### src/hdl/tcb_spline_tangents_defines.svh
// ----------------------------------------------------------------------------
// tcb_spline_tangents_defines.svh
// Assertion macros for the TCB spline tangent generator.
// ----------------------------------------------------------------------------
`ifndef TCB_SPLINE_TANGENTS_DEFINES_SVH
`define TCB_SPLINE_TANGENTS_DEFINES_SVH

// Same-cycle implication, checked at every rising edge outside reset
`define TCBST_ASSERT_IMP(lbl, ante, cons, msg) \
	lbl: assert property (@(posedge clk) disable iff (!arst_n) (ante) |-> (cons)) \
		else $error(msg);

// Next-cycle implication
`define TCBST_ASSERT_NXT(lbl, ante, cons, msg) \
	lbl: assert property (@(posedge clk) disable iff (!arst_n) (ante) |=> (cons)) \
		else $error(msg);

`endif

### src/hdl/tcbst_pkg.sv
// ----------------------------------------------------------------------------
// tcbst_pkg
// Types, constants and fixed-point helpers of the TCB spline tangent generator.
// ----------------------------------------------------------------------------
`timescale 1ns / 1ps

package tcbst_pkg;

	localparam int MAX_POINTS_DEF = 1024;

	localparam int COORD_W   = 32;
	localparam int PAR_W     = 16;
	localparam int IDX_W     = 10;
	localparam int KIND_W    = 2;
	localparam int DIFF_W    = 33;
	localparam int FAC_W     = 17;
	localparam int OPA_W     = 33;
	localparam int OPB_W     = 33;
	localparam int PROD_W    = 56;
	localparam int COEF_W    = 22;
	localparam int STEP_W    = 5;

	localparam int S_TDATA_W = 144;
	localparam int M_FIELD_W = IDX_W + 6 * COORD_W;
	localparam int M_TDATA_W = 208;
	localparam int M_PAD_W   = M_TDATA_W - M_FIELD_W;

	localparam logic signed [FAC_W-1:0]  ONE_Q14 = 17'sd16384;
	localparam logic signed [PROD_W-1:0] RND27   = 56'sd134217728;
	localparam logic signed [PROD_W:0]   RND13   = 57'sd8192;
	localparam logic signed [PROD_W:0]   RND14   = 57'sd16384;
	localparam logic signed [PROD_W:0]   SAT_HI  = 57'sd2147483647;
	localparam logic signed [PROD_W:0]   SAT_LO  = -57'sd2147483648;

	// Multiplier program: coefficient chain first, then the vector products
	localparam logic [STEP_W-1:0] STEP_M1       = 5'd0;
	localparam logic [STEP_W-1:0] STEP_M2       = 5'd1;
	localparam logic [STEP_W-1:0] STEP_ME       = 5'd2;
	localparam logic [STEP_W-1:0] STEP_KIN_M    = 5'd3;
	localparam logic [STEP_W-1:0] STEP_KIN_P    = 5'd4;
	localparam logic [STEP_W-1:0] STEP_KOUT_M   = 5'd5;
	localparam logic [STEP_W-1:0] STEP_KOUT_P   = 5'd6;
	localparam logic [STEP_W-1:0] STEP_KE       = 5'd7;
	localparam logic [STEP_W-1:0] STEP_VEC      = 5'd8;
	localparam logic [STEP_W-1:0] STEP_LAST_MID = 5'd19;
	localparam logic [STEP_W-1:0] STEP_END      = 5'd20;
	localparam logic [STEP_W-1:0] STEP_LAST_END = 5'd22;

	localparam logic [1:0] TERM_IN_M  = 2'd0;
	localparam logic [1:0] TERM_IN_P  = 2'd1;
	localparam logic [1:0] TERM_OUT_M = 2'd2;
	localparam logic [1:0] TERM_OUT_P = 2'd3;

	typedef enum logic [KIND_W-1:0] {
		KIND_START = 2'd0,
		KIND_INNER = 2'd1,
		KIND_END   = 2'd2
	} kind_t;

	typedef enum logic [2:0] {
		ST_IDLE,
		ST_CALC,
		ST_DRAIN,
		ST_SEND1,
		ST_SEND2
	} state_t;

	typedef struct packed {
		logic                     vld;
		logic [STEP_W-1:0]        step;
		logic signed [OPA_W-1:0]  a;
		logic signed [OPB_W-1:0]  b;
	} mul_req_t;

	typedef struct packed {
		logic                     vld;
		logic [STEP_W-1:0]        step;
		logic signed [PROD_W-1:0] prod;
	} mul_rsp_t;

	// Q42 product of three factors to a Q14 coefficient, round half up
	function automatic logic signed [COEF_W-1:0] round_coef(
		input logic signed [PROD_W-1:0] p
	);
		logic signed [PROD_W-1:0] s;
		s = p + RND27;
		return COEF_W'(s >>> 28);
	endfunction

	// Q30 sum to Q16.16 with rounding; half selects the extra halving
	function automatic logic [COORD_W-1:0] finish(
		input logic signed [PROD_W:0] sum,
		input logic                   half
	);
		logic signed [PROD_W:0] r;
		logic signed [PROD_W:0] sh;
		r  = sum + (half ? RND14 : RND13);
		sh = half ? (r >>> 15) : (r >>> 14);
		if (sh > SAT_HI) begin
			sh = SAT_HI;
		end else if (sh < SAT_LO) begin
			sh = SAT_LO;
		end
		return sh[COORD_W-1:0];
	endfunction

endpackage

### src/hdl/tcbst_mul.sv
// ----------------------------------------------------------------------------
// tcbst_mul
// Shared signed multiplier with a registered product and step tag.
// ----------------------------------------------------------------------------
`timescale 1ns / 1ps

module tcbst_mul (
	input  logic                clk,
	input  logic                arst_n,
	input  tcbst_pkg::mul_req_t req,
	output tcbst_pkg::mul_rsp_t rsp
);
	import tcbst_pkg::*;

	logic signed [OPA_W+OPB_W-1:0] full;
	logic                          vld_s1;
	logic [STEP_W-1:0]             step_s1;
	logic signed [PROD_W-1:0]      prod_s1;

	assign full = $signed(req.a) * $signed(req.b);

	always_ff @(posedge clk or negedge arst_n) begin
		if (!arst_n) begin
			vld_s1 <= 1'b0;
		end else begin
			vld_s1 <= req.vld;
		end
	end

	always_ff @(posedge clk) begin
		step_s1 <= req.step;
		prod_s1 <= full[PROD_W-1:0];
	end

	assign rsp.vld  = vld_s1;
	assign rsp.step = step_s1;
	assign rsp.prod = prod_s1;

endmodule

### config.mk
export PLATFORM = sky130hd
export DESIGN_NAME = tcbst_mul
export DESIGN_NICKNAME = d
export VERILOG_FILES = /design/src/hdl/tcb_spline_tangents_defines.svh /design/src/hdl/tcbst_pkg.sv /design/src/hdl/tcbst_mul.sv
export SDC_FILE = /design/constraint.sdc
export NUM_CORES = 2
export LEC_CHECK = 0
export BUFFER_PORTS_ARGS = -buffer_cell sky130_fd_sc_hd__buf_2
export CORE_UTILIZATION = 55
export DETAILED_ROUTE_END_ITERATION = 16
export GPL_ROUTABILITY_DRIVEN = 0
export PLACE_DENSITY = 0.72
export SKIP_LAST_GASP = 1
export SLEW_MARGIN = 20
export SYNTH_ARGS = -nofsm -noshare
export SYNTH_HDL_FRONTEND = slang
export SYNTH_SLANG_ARGS = --single-unit
### constraint.sdc
create_clock -name clk -period 1.2 [get_ports clk]
set_input_delay 0.12 -clock clk [delete_from_list [all_inputs] [get_ports clk]]
set_output_delay 0.12 -clock clk [all_outputs]
set_load 0.02 [all_outputs]
==> impl_metrics.tcl <==
set metrics [dict create \
    outcome "complete, but fails checks" \
    failed_checks "negative setup slack" \
    cpLargestDelayFamily "adder cells" \
    worstPathArrival_ns 7.19 \
    die_w_um 258 \
    cp_max_fo 13 \
    path_depth 27 \
    finalSetupViolCount 54 \
    numCtsBuffers 9 \
    fin_crit_sh_pct 572 \
    slew_violations 0 \
    die_h_um 258 \
    wl_per_cell_um 20.8 \
    ios 136 \
    dp_slack_ns -6.47 \
    cts_tree "yes" \
    cts-root-buf "clkbuf_16" \
    multi_input_area_um2 32100 \
    end_kind "flop" \
    drt-total-wl_mm 108 \
    synth_enable_flop_cells 0 \
    rsz0062_at_grt "yes" \
    syn_avg_cell_area_um2 9.30 \
    crit_path_max_incr_delay_ns 0.56 \
    clock_path_buffers 2 \
    post_route_cells_drive_above_1_share_pct 23.4 \
    synth_seq_area_share_pct 3.47 \
    start_util_pct 55.7 \
    htreeDepth 3 \
    slowest_stage "fa_1" \
    nFillCells 4679 \
    maxCapViolCount 0 \
    antenna_found_initial 7 \
    yosys_warnings 0 \
    drt-initial-drc-count 1827 \
    grtUsageTotal_pct 34.4 \
    grt_pass1_vias 31600 \
    finalWorstSetupSlack_ns -5.67 \
    synthFlopType "dfxtp_1" \
    hold_viol_final 0 \
    crit_buf_inv 9 \
    routed-via-count 27800 \
    fmax_ghz 0.146 \
    ys_seq_elements 62 \
    clock-sinks 62 \
    fin_nets 5620 \
    ff_latch_area_um2 1250 \
    clk_pin_slew_ns 0.08 \
    critPathCapture "prod_s1[55]" \
    crit_required_ns 1.53 \
    rows 93 \
    synthArstFlopShare_pct 1.61 \
    startpoint "req[47]" \
    dr.pass1.iters 6 \
    core-area_um2 64600 \
    timing.final.crit_period_ns 6.87 \
    slew_headroom_pct 63.2 \
    drt-vias-per-instance 5.35 \
    netlist_area_um2 36000 \
    path_common_cell "fa_1" \
    area_growth_pct 24.0 \
    drc_errors 0 \
    grt_max_degree 24 \
    grt_pass1_wl_mm 172 \
    ant_nets 0 \
    gr-total-overflow 0 \
    synthCells 3865 \
    hold_path_class "in2async" \
    io_buffers 135 \
    hpwl_mm 87.9 \
    die_area_um2 66400 \
    tightest_slew_ns 0.551 \
    startpoint_type "primary input" \
    critPathKind "in2reg" \
    synth.distinct_cells 53 \
    synth_nets 5150 \
]
==> per-stage QoR <==
step	utilization (%)	instances	hold WS (ns)	setup TNS, ns	area [um2]
global route	69.0	5197	0.0290	-253.19	44600
CTS	68.0	5165	0.00563	-239.41	43900
detailed placement	63.7	5080	-0.101	-277.57	41200
floorplan	-	3865	-0.176	-231.10	36900
finish	69.0	5199	0.0296	-244.46	44600
global placement	63.7	5080	-0.106	-273.21	41200
==> worst min path at each step <==
stage	start	end	depth (start not counted)
after global placement	arst_n	vld_s1	1
final	arst_n	vld_s1	2
after CTS	arst_n	vld_s1	2
after global routing	arst_n	vld_s1	2
after floorplan	arst_n	vld_s1	0
after detailed placement	arst_n	vld_s1	1
==> final cells by class <==
cell class              instances  area share, %
repair buffers                663           13.7
clock buffers                   9          0.505
multi-input cells            2597           71.9
well taps                     855           2.40
diodes                          4         0.0224
inverters                    1002           8.45
clock inverters                 7          0.230
flip-flops and latches         62           2.79
==> repair_timing <==
item / 4_1_cts / 5_1_grt
endpoints found under the hold margin: 7 / 0
pin swaps: 231 / 135
buffers inserted: 60 / 39
gates cloned: 9 / 1
gates resized for setup: 423 / 106
hold buffers: 7 / 0
endpoints found under the setup margin: 54 / 54
==> synthesized netlist by cell type (8+ instances only) <==
cell type / n / area [um2]
xnor2_1: 67 / 587
a21oi_1: 51 / 255
nand2b_1: 11 / 68.8
ha_1: 196 / 2450
o21bai_1: 9 / 67.6
inv_1: 1002 / 3760
nor2_1: 25 / 93.8
nand3_1: 10 / 50.1
nand2_1: 592 / 2220
fa_1: 1015 / 20300
a21o_1: 27 / 203
and3_1: 8 / 50.1
xor2_1: 12 / 105
nor2b_1: 26 / 163
nand4_1: 8 / 50.1
clkbuf_1: 203 / 762
dfxtp_1: 61 / 1220
o21ai_0: 29 / 145
and2_1: 451 / 2820
==> routing by layer <==
layer  vias to the layer above  wire [um]  global-route usage (%)
li1                      11900          -                       -
met1                     14300      37100                    39.0
met2                      1230      54500                    59.8
met3                       402       8040                    5.47
met4                         4       8730                    23.4
met5                         -         22                       0
==> logic make-up after synthesis <==
kind of cell / after synthesis / share of synthesized area (%)
flip-flops: 62 / 3.47
AND/OR/NAND/NOR: 1143 / 15.6
buffers and inverters: 1206 / 12.6
XOR/XNOR: 79 / 1.92
adder cells (fa/ha/maj): 1211 / 63.3
multiplexers: 1 / 0.0278
AO/OA/AOI/OAI: 163 / 3.07
==> flip-flops by register name, indices dropped and copies added, names as in the netlist <==
| signal | flops |
|---|---|
| prod_s1 | 56 |
| step_s1 | 5 |
| vld_s1 | 1 |
==> placed cells by master, fill, tap and decap left out, drive strengths merged, types with 3 or more instances in the layout <==
master and instances:
and3 8, inv 1005, nand2 592, o21bai 9, and2 451, a21boi 3, dfxtp 61, nor4 4
xor2 12, diode 4, nor2b 26, buf 649, a211oi 3, a21o 31, ha 196, a31oi 6
a221oi 3, clkbuf 10, nor2 25, xnor2 67, nor3 6, o21ai 30, dlygate4sd3 7, bufbuf 6
nand2b 11, o21a 3, nand4 8, a21oi 51, a2111oi 4, a41oi 3, fa 1015, nand3 10
Power is left out: the tool's default activity adds up to more than one toggle a clock period on the data nets, which glitch-free logic cannot reach.
